**src/rtl/core/cacc_pkg.sv**
```systemverilog
package cacc_pkg;

   // Field widths
   localparam int SAMPLE_W  = 10;
   localparam int MS_W      = 16;
   localparam int CUR_W     = 19;
   localparam int PEAK_W    = 18;
   localparam int CHARGE_W  = 48;
   localparam int REQ_W     = 32;
   localparam int RSP_W     = 104;
   localparam int CSR_IDX_W = 2;
   localparam int CSR_DAT_W = 16;

   // Largest current magnitude: 1023 * 255
   localparam int CUR_MAX = 260865;

   localparam int WINDOW_DEF = 25;

   // Register indexes and reset values
   localparam logic [CSR_IDX_W-1:0] REG_ZERO_OFFSET = 2'd0;
   localparam logic [CSR_IDX_W-1:0] REG_GAIN        = 2'd1;
   localparam logic [CSR_IDX_W-1:0] REG_DEADBAND    = 2'd2;

   localparam logic [9:0]  ZERO_OFFSET_RST = 10'd526;
   localparam logic [7:0]  GAIN_RST        = 8'd125;
   localparam logic [15:0] DEADBAND_RST    = 16'd154;

   typedef logic signed [CUR_W-1:0] cur_type;

endpackage

```
**src/rtl/core/cacc_mul.sv**
```systemverilog
module cacc_mul
   import cacc_pkg::*;
#(
   parameter int A_W = 24,
   parameter int B_W = 26
) (
   input  logic                     clock,
   input  logic                     en,
   input  logic signed [A_W-1:0]    a,
   input  logic signed [B_W-1:0]    b,
   output logic signed [A_W+B_W-1:0] p
);

   logic signed [A_W+B_W-1:0] p_ff;

   // Product register; holds while not enabled
   always_ff @(posedge clock) begin
      if (en) begin
         p_ff <= a * b;
      end
   end

   assign p = p_ff;

endmodule

```
**src/rtl/core/current_average_and_charge_counter.sv**
```systemverilog
// An accepted req steps through MULCUR, DBAND, TOTAL, CHARGE and AVG; AVG sets
// rsp_tvalid once the output register is free. req_tready is high only in IDLE;
// the single shared multiplier makes three passes per item (gain, charge product, reciprocal for the average).
// A finished result waits in the output register while the next item runs.
// Reset (synchronous, active high) restores the register defaults and clears
// the window valid bits, window total, slot, peak and charge; no clearing pass.
module current_average_and_charge_counter
   import cacc_pkg::*;
#(
   parameter int WINDOW = WINDOW_DEF
) (
   input  logic                  clock,
   input  logic                  reset,
   // req_tdata: [9:0] sample, [25:10] elapsed_ms, [31:26] zero
   input  logic                  req_tvalid,
   output logic                  req_tready,
   input  logic [REQ_W-1:0]      req_tdata,
   // rsp_tdata: [18:0] instant_current, [37:19] average_current,
   //            [55:38] peak_current, [103:56] charge
   output logic                  rsp_tvalid,
   input  logic                  rsp_tready,
   output logic [RSP_W-1:0]      rsp_tdata,
   // Configuration write channel
   input  logic                  csr_valid,
   output logic                  csr_ready,
   input  logic [CSR_IDX_W-1:0]  csr_index,
   input  logic [CSR_DAT_W-1:0]  csr_data
);

   // Window sizing. TOT_N bits hold the largest window total magnitude.
   localparam int SLOT_W = (WINDOW > 1) ? $clog2(WINDOW) : 1;
   localparam int TOT_N  = $clog2(WINDOW * CUR_MAX + 1);
   localparam int TOT_W  = TOT_N + 1;
   // Exact divide by WINDOW: floor(x/W) = (x * RECIP) >> SHIFT for x < 2**TOT_N
   localparam int LOG_W  = $clog2(WINDOW);
   localparam int SHIFT  = TOT_N + LOG_W;
   localparam int RW     = TOT_N + 2;
   localparam logic [63:0] RECIP =
      ((64'd1 << SHIFT) + 64'(WINDOW) - 64'd1) / 64'(WINDOW);
   // Shared multiplier operand widths
   localparam int MA = (CUR_W > TOT_N + 1) ? CUR_W : TOT_N + 1;
   localparam int MB = (MS_W + 1 > RW + 1) ? MS_W + 1 : RW + 1;
   localparam int PW = MA + MB;

   // Sequencer codes
   localparam logic [2:0] ST_IDLE   = 3'd0;
   localparam logic [2:0] ST_MULCUR = 3'd1;
   localparam logic [2:0] ST_DBAND  = 3'd2;
   localparam logic [2:0] ST_TOTAL  = 3'd3;
   localparam logic [2:0] ST_CHARGE = 3'd4;
   localparam logic [2:0] ST_AVG    = 3'd5;

   logic [2:0]              state_ff, state_in;

   // Configuration registers
   logic [9:0]              zero_offset_ff;
   logic [7:0]              gain_ff;
   logic [15:0]             deadband_ff;

   // Item registers
   logic [SAMPLE_W-1:0]     sample_ff;
   logic [MS_W-1:0]         ms_ff;
   cur_type                 cur_ff, cur_in;

   // Window ring
   cur_type                 win_mem [WINDOW];
   cur_type                 mem_rd_ff;
   logic [WINDOW-1:0]       vld_ff;
   logic                    vld_rd_ff;
   logic [SLOT_W-1:0]       slot_ff;
   logic signed [TOT_W-1:0] total_ff, total_in;

   logic [PEAK_W-1:0]       peak_ff;
   logic signed [CHARGE_W-1:0] charge_ff, charge_in;

   // Output register
   logic                    rsp_valid_ff;
   cur_type                 out_cur_ff, out_avg_ff;
   logic [PEAK_W-1:0]       out_peak_ff;
   logic signed [CHARGE_W-1:0] out_charge_ff;

   // Shared multiplier
   logic                    mul_en;
   logic signed [MA-1:0]    mul_a;
   logic signed [MB-1:0]    mul_b;
   logic signed [PW-1:0]    mul_p;

   logic                    req_fire;
   logic                    out_free;

   assign req_tready = (state_ff == ST_IDLE);
   assign req_fire   = req_tvalid & req_tready;
   assign out_free   = ~rsp_valid_ff | rsp_tready;
   assign csr_ready  = 1'b1;

   // Sequencer: the AVG step waits for the output register to free up
   always_comb begin
      state_in = state_ff;
      case (state_ff)
         ST_IDLE:   if (req_fire) state_in = ST_MULCUR;
         ST_MULCUR: state_in = ST_DBAND;
         ST_DBAND:  state_in = ST_TOTAL;
         ST_TOTAL:  state_in = ST_CHARGE;
         ST_CHARGE: state_in = ST_AVG;
         ST_AVG:    if (out_free) state_in = ST_IDLE;
         default:   state_in = ST_IDLE;
      endcase
   end

   // Operand select for the shared multiplier
   logic signed [SAMPLE_W:0] diff;
   logic signed [TOT_W-1:0]  tot_abs;

   assign diff    = $signed({1'b0, sample_ff}) - $signed({1'b0, zero_offset_ff});
   assign tot_abs = total_ff[TOT_W-1] ? -total_ff : total_ff;

   always_comb begin
      mul_en = 1'b0;
      mul_a  = '0;
      mul_b  = '0;
      case (state_ff)
         ST_MULCUR: begin
            mul_en = 1'b1;
            mul_a  = MA'(diff);
            mul_b  = MB'($signed({1'b0, gain_ff}));
         end
         ST_TOTAL: begin
            mul_en = 1'b1;
            mul_a  = MA'(cur_ff);
            mul_b  = MB'($signed({1'b0, ms_ff}));
         end
         ST_CHARGE: begin
            // total_ff already holds the new window total here
            mul_en = 1'b1;
            mul_a  = MA'($signed({1'b0, tot_abs[TOT_N-1:0]}));
            mul_b  = MB'($signed({1'b0, RECIP[RW-1:0]}));
         end
         default: begin
            mul_en = 1'b0;
         end
      endcase
   end

   cacc_mul #(
      .A_W (MA),
      .B_W (MB)
   ) u_mul (
      .clock (clock),
      .en    (mul_en),
      .a     (mul_a),
      .b     (mul_b),
      .p     (mul_p)
   );

   // Deadband on the fresh product
   cur_type           cur_raw;
   logic [CUR_W-1:0]  cur_mag;

   assign cur_raw = mul_p[CUR_W-1:0];
   assign cur_mag = cur_raw[CUR_W-1] ? CUR_W'(-cur_raw) : CUR_W'(cur_raw);
   assign cur_in  = (cur_mag < {3'b000, deadband_ff}) ? '0 : cur_raw;

   // Running total: drop the leaving entry, add the new one
   cur_type old_val;

   assign old_val  = vld_rd_ff ? mem_rd_ff : '0;
   assign total_in = total_ff - TOT_W'(old_val) + TOT_W'(cur_ff);

   // Charge accumulate with clamp to the 48-bit signed range
   logic signed [CHARGE_W:0] charge_sum;

   assign charge_sum = {charge_ff[CHARGE_W-1], charge_ff} + (CHARGE_W+1)'(mul_p);
   always_comb begin
      if (charge_sum[CHARGE_W] != charge_sum[CHARGE_W-1]) begin
         charge_in = charge_sum[CHARGE_W] ? {1'b1, {(CHARGE_W-1){1'b0}}}
                                          : {1'b0, {(CHARGE_W-1){1'b1}}};
      end else begin
         charge_in = charge_sum[CHARGE_W-1:0];
      end
   end

   // Average: reciprocal product shifted down, sign restored (truncates to zero)
   logic signed [PW-1:0] p_shift;
   logic [CUR_W-1:0]     avg_mag;
   cur_type              avg_val;
   logic                 peak_up;

   assign p_shift = mul_p >>> SHIFT;
   assign avg_mag = p_shift[CUR_W-1:0];
   assign avg_val = total_ff[TOT_W-1] ? -$signed(avg_mag) : $signed(avg_mag);
   assign peak_up = avg_val > $signed({1'b0, peak_ff});

   // Control and state registers
   always_ff @(posedge clock) begin
      if (reset) begin
         state_ff       <= ST_IDLE;
         zero_offset_ff <= ZERO_OFFSET_RST;
         gain_ff        <= GAIN_RST;
         deadband_ff    <= DEADBAND_RST;
         vld_ff         <= '0;
         slot_ff        <= '0;
         total_ff       <= '0;
         peak_ff        <= '0;
         charge_ff      <= '0;
         rsp_valid_ff   <= 1'b0;
      end else begin
         state_ff <= state_in;
         if (csr_valid && csr_ready) begin
            case (csr_index)
               REG_ZERO_OFFSET: zero_offset_ff <= csr_data[9:0];
               REG_GAIN:        gain_ff        <= csr_data[7:0];
               REG_DEADBAND:    deadband_ff    <= csr_data;
               default:         ;
            endcase
         end
         if (state_ff == ST_TOTAL) begin
            vld_ff[slot_ff] <= 1'b1;
            total_ff        <= total_in;
            slot_ff         <= (slot_ff == SLOT_W'(WINDOW - 1)) ? '0 : slot_ff + 1'b1;
         end
         if (state_ff == ST_CHARGE) begin
            charge_ff <= charge_in;
         end
         if (state_ff == ST_AVG && out_free) begin
            rsp_valid_ff <= 1'b1;
            if (peak_up) begin
               peak_ff <= avg_mag[PEAK_W-1:0];
            end
         end else if (rsp_tready) begin
            rsp_valid_ff <= 1'b0;
         end
      end
   end

   // Payload registers
   always_ff @(posedge clock) begin
      if (req_fire) begin
         sample_ff <= req_tdata[SAMPLE_W-1:0];
         ms_ff     <= req_tdata[SAMPLE_W+MS_W-1:SAMPLE_W];
      end
      if (state_ff == ST_DBAND) begin
         cur_ff <= cur_in;
      end
      if (state_ff == ST_AVG && out_free) begin
         out_cur_ff    <= cur_ff;
         out_avg_ff    <= avg_val;
         out_peak_ff   <= peak_up ? avg_mag[PEAK_W-1:0] : peak_ff;
         out_charge_ff <= charge_ff;
      end
   end

   // Window memory, registered read at the current slot
   always_ff @(posedge clock) begin
      if (state_ff == ST_TOTAL) begin
         win_mem[slot_ff] <= cur_ff;
      end
      mem_rd_ff <= win_mem[slot_ff];
      vld_rd_ff <= vld_ff[slot_ff];
   end

   assign rsp_tvalid = rsp_valid_ff;
   assign rsp_tdata  = {out_charge_ff, out_peak_ff, out_avg_ff, out_cur_ff};

endmodule

```
**config.mk**
```make
export PLATFORM = sky130hd
export DESIGN_NAME = current_average_and_charge_counter
export DESIGN_NICKNAME = d
export VERILOG_FILES = /design/src/rtl/core/cacc_pkg.sv /design/src/rtl/core/cacc_mul.sv /design/src/rtl/core/current_average_and_charge_counter.sv
export SDC_FILE = /design/constraint.sdc
export NUM_CORES = 2
export LEC_CHECK = 0
export ABC_CLOCK_PERIOD_IN_PS = 12500
export BUFFER_PORTS_ARGS = -buffer_cell sky130_fd_sc_hd__buf_2
export CORE_ASPECT_RATIO = 0.6
export CORE_UTILIZATION = 45
export CTS_BUF_LIST = sky130_fd_sc_hd__clkbuf_4 sky130_fd_sc_hd__clkbuf_8 sky130_fd_sc_hd__clkbuf_16
export DETAILED_ROUTE_END_ITERATION = 16
export GPL_TIMING_DRIVEN = 0
export RECOVER_POWER = 50
export SETUP_SLACK_MARGIN = 0.1
export SYNTH_ARGS = -nofsm -noshare
export SYNTH_HDL_FRONTEND = slang
export SYNTH_HIERARCHICAL = 1
export SYNTH_SLANG_ARGS = --single-unit
```
**constraint.sdc**
```tcl
create_clock -name clock -period 12.5 [get_ports clock]
set_input_delay 0 -clock clock [delete_from_list [all_inputs] [get_ports clock]]
set_output_delay 0 -clock clock [all_outputs]
set_load 0.005 [all_outputs]
```
==> impl_metrics.env <==
export IMPL_grt_max_degree=58
export IMPL_drt_drc_violations_left=0
export IMPL_avgSynthCellArea_um2=11.4
export IMPL_die_x_um=477
export IMPL_final_cell_mix="inv_1 (871), fa_1 (676), edfxtp_1 (673)"
export IMPL_cts_root_buf="clkbuf_16"
export IMPL_clock_power_share_pct=22.3
export IMPL_tightestPinTransition_ps=2190
export IMPL_critPathSlowestCell="clkbuf_1"
export IMPL_final_common_cell="inv_1"
export IMPL_path_class="reg2reg"
export IMPL_antenna_found_initial=22
export IMPL_clkLatencyLatePin_ps=720
export IMPL_fill_cells=12000
export IMPL_grt_overflow_total=0
export IMPL_dp_hpwl_mm=159
export IMPL_die_y_um=287
export IMPL_cts_tree="built"
export IMPL_area_growth_pct=11.6
export IMPL_dr_pass1_iters=7
export IMPL_violations="capacitance limit, slew limit"
export IMPL_rows=104
export IMPL_endpoint_kind="register"
export IMPL_design_portCount=162
export IMPL_cts_buffers=84
export IMPL_setup_violations=0
export IMPL_crit_path_max_fanout=10
export IMPL_hold_viol_final=0
export IMPL_cpMostUsedCell="fa_1"
export IMPL_hp_class="in2reg"
export IMPL_drtIter0Drc=5357
export IMPL_num_vias=42500
export IMPL_start_kind="register"
export IMPL_wl_per_cell_um=26.7
export IMPL_relSlewSlack_pct=-46.2
export IMPL_clock_sinks=851
export IMPL_htree_levels=3
export IMPL_numPortBuffers=154
export IMPL_p_sw_w=0.00497
export IMPL_nets=6698
export IMPL_slowest_delay_ps=830
export IMPL_vias_per_cell=5.61
export IMPL_grt_pass1_wl_mm=294
export IMPL_cp_buffers_inverters=9
export IMPL_start_util_pct=45.3
export IMPL_sw_frac_of_total_pct=42.2
export IMPL_fin_crit_sh_pct=95.2
export IMPL_period_needed_ps=11890
export IMPL_ant_nets=0
export IMPL_skew_ps=78.3
export IMPL_worstPathArrival_ps=12300
export IMPL_gp_congestion=1.03
export IMPL_core_area_um2=134000
export IMPL_synth_cell_area_um2=60800
export IMPL_power_leakage_nw=27.6
export IMPL_grt_setup_unrepaired="false"
export IMPL_crit_family="adder cells"
export IMPL_drt_total_wl_mm=203
export IMPL_combPwrFrac_pct=47.6
export IMPL_peakVddDrop_uv=196
export IMPL_status="finished, violations left"
export IMPL_internal_power_w=0.00680
export IMPL_fmaxAchievable_mhz=84.1
export IMPL_seqPwrFrac_pct=30.1
export IMPL_grt_pass1_vias=41400
export IMPL_power_density_nw_per_um2=174
export IMPL_path_clk_slew_ps=70
export IMPL_worst_ep_required_time_ps=12910
export IMPL_drive_above_1_share_pct=7.86
export IMPL_drv_cap=5
export IMPL_synthCells=5341
export IMPL_fin_ws_ps=605
export IMPL_yosysWarnings=6
export IMPL_die_area_um2=137000
export IMPL_max_clock_path_buffers=3
export IMPL_slew_violations=112
export IMPL_dp_slack_ps=-347
export IMPL_grtUsageTotal_pct=29.9
export IMPL_finalPower_w=0.0118
-- per-layer routing --
metal	global-route usage, %	part of all wire (%)	vias up
met2	35.0	35	2539
li1	-	-	18400
met5	0	0.070	-
met1	46.8	46	21400
met4	5.70	1.8	16
met3	16.1	17	239
-- power groups by stage --
stage          combinational, W  clock, W  sequential (W)
6_report                0.00560   0.00262         0.00355
5_1_grt                 0.00618   0.00277         0.00356
4_1_cts                 0.00539   0.00266         0.00355
3_5_place_dp            0.00533         0         0.00361
3_3_place_gp            0.00525         0         0.00362
2_1_floorplan           0.00366         0         0.00349
-- through the flow --
step	hold WS [ps]	setup TNS (ps)	instances	area (um2)	utilization, %
CTS	24.1	0	7575	68000	50.7
finish	73.7	0	7589	67900	50.6
global route	59.5	0	7581	67800	50.6
floorplan	98.9	0	5376	61000	-
global placement	182	-3840	7332	64000	47.7
detailed placement	187	-1190	7364	64600	48.2
-- layout make-up --
| class | count | area [um2] | share of cell area [%] |
|---|---|---|---|
| plain buffers | 247 | 972 | 1.43 |
| flip-flops and latches | 851 | 23800 | 35.0 |
| clock buffers | 106 | 2310 | 3.41 |
| diodes | 10 | 25.0 | 0.0369 |
| repair buffers | 245 | 1660 | 2.44 |
| clock inverters | 51 | 558 | 0.822 |
| well taps | 1802 | 2250 | 3.32 |
| inverters | 876 | 3290 | 4.85 |
| multi-input cells | 3401 | 33000 | 48.7 |
-- worst paths after layout --
check | start | to | slack [ps] | depth (start not counted)
setup reg to reg | sample_ff[0]$_DFFE_PP_ | u_mul/p[47]$_DFFE_PP_ | 610 | 39
hold / removal | req_tdata[24] | ms_ff[14]$_DFFE_PP_ | 70 | 2
setup / recovery | sample_ff[0]$_DFFE_PP_ | u_mul/p[47]$_DFFE_PP_ | 610 | 39
hold reg to reg | peak_ff[12]$_SDFFE_PP0P_ | peak_ff[12]$_SDFFE_PP0P_ | 460 | 2
-- flip-flops by register name, summed over array words and instances, names as in the netlist, 16 cells and up --
register and flops:
u_mul/p 49, total_ff 24, vld_ff 25, charge_ff 48, cur_ff 19, deadband_ff 16, out_charge_ff 48, out_avg_ff 19
ms_ff 16, mem_rd_ff 19, peak_ff 18, win_mem 475, out_peak_ff 18, out_cur_ff 19
-- repair_timing --
item,CTS,global route
cloned,0,0
endpoints found under the setup margin,8,12
hold endpoints to repair,63,0
resized for setup,2,1
buffers inserted,0,2
hold buffers,54,0
(Power assumes the default switching activity.)
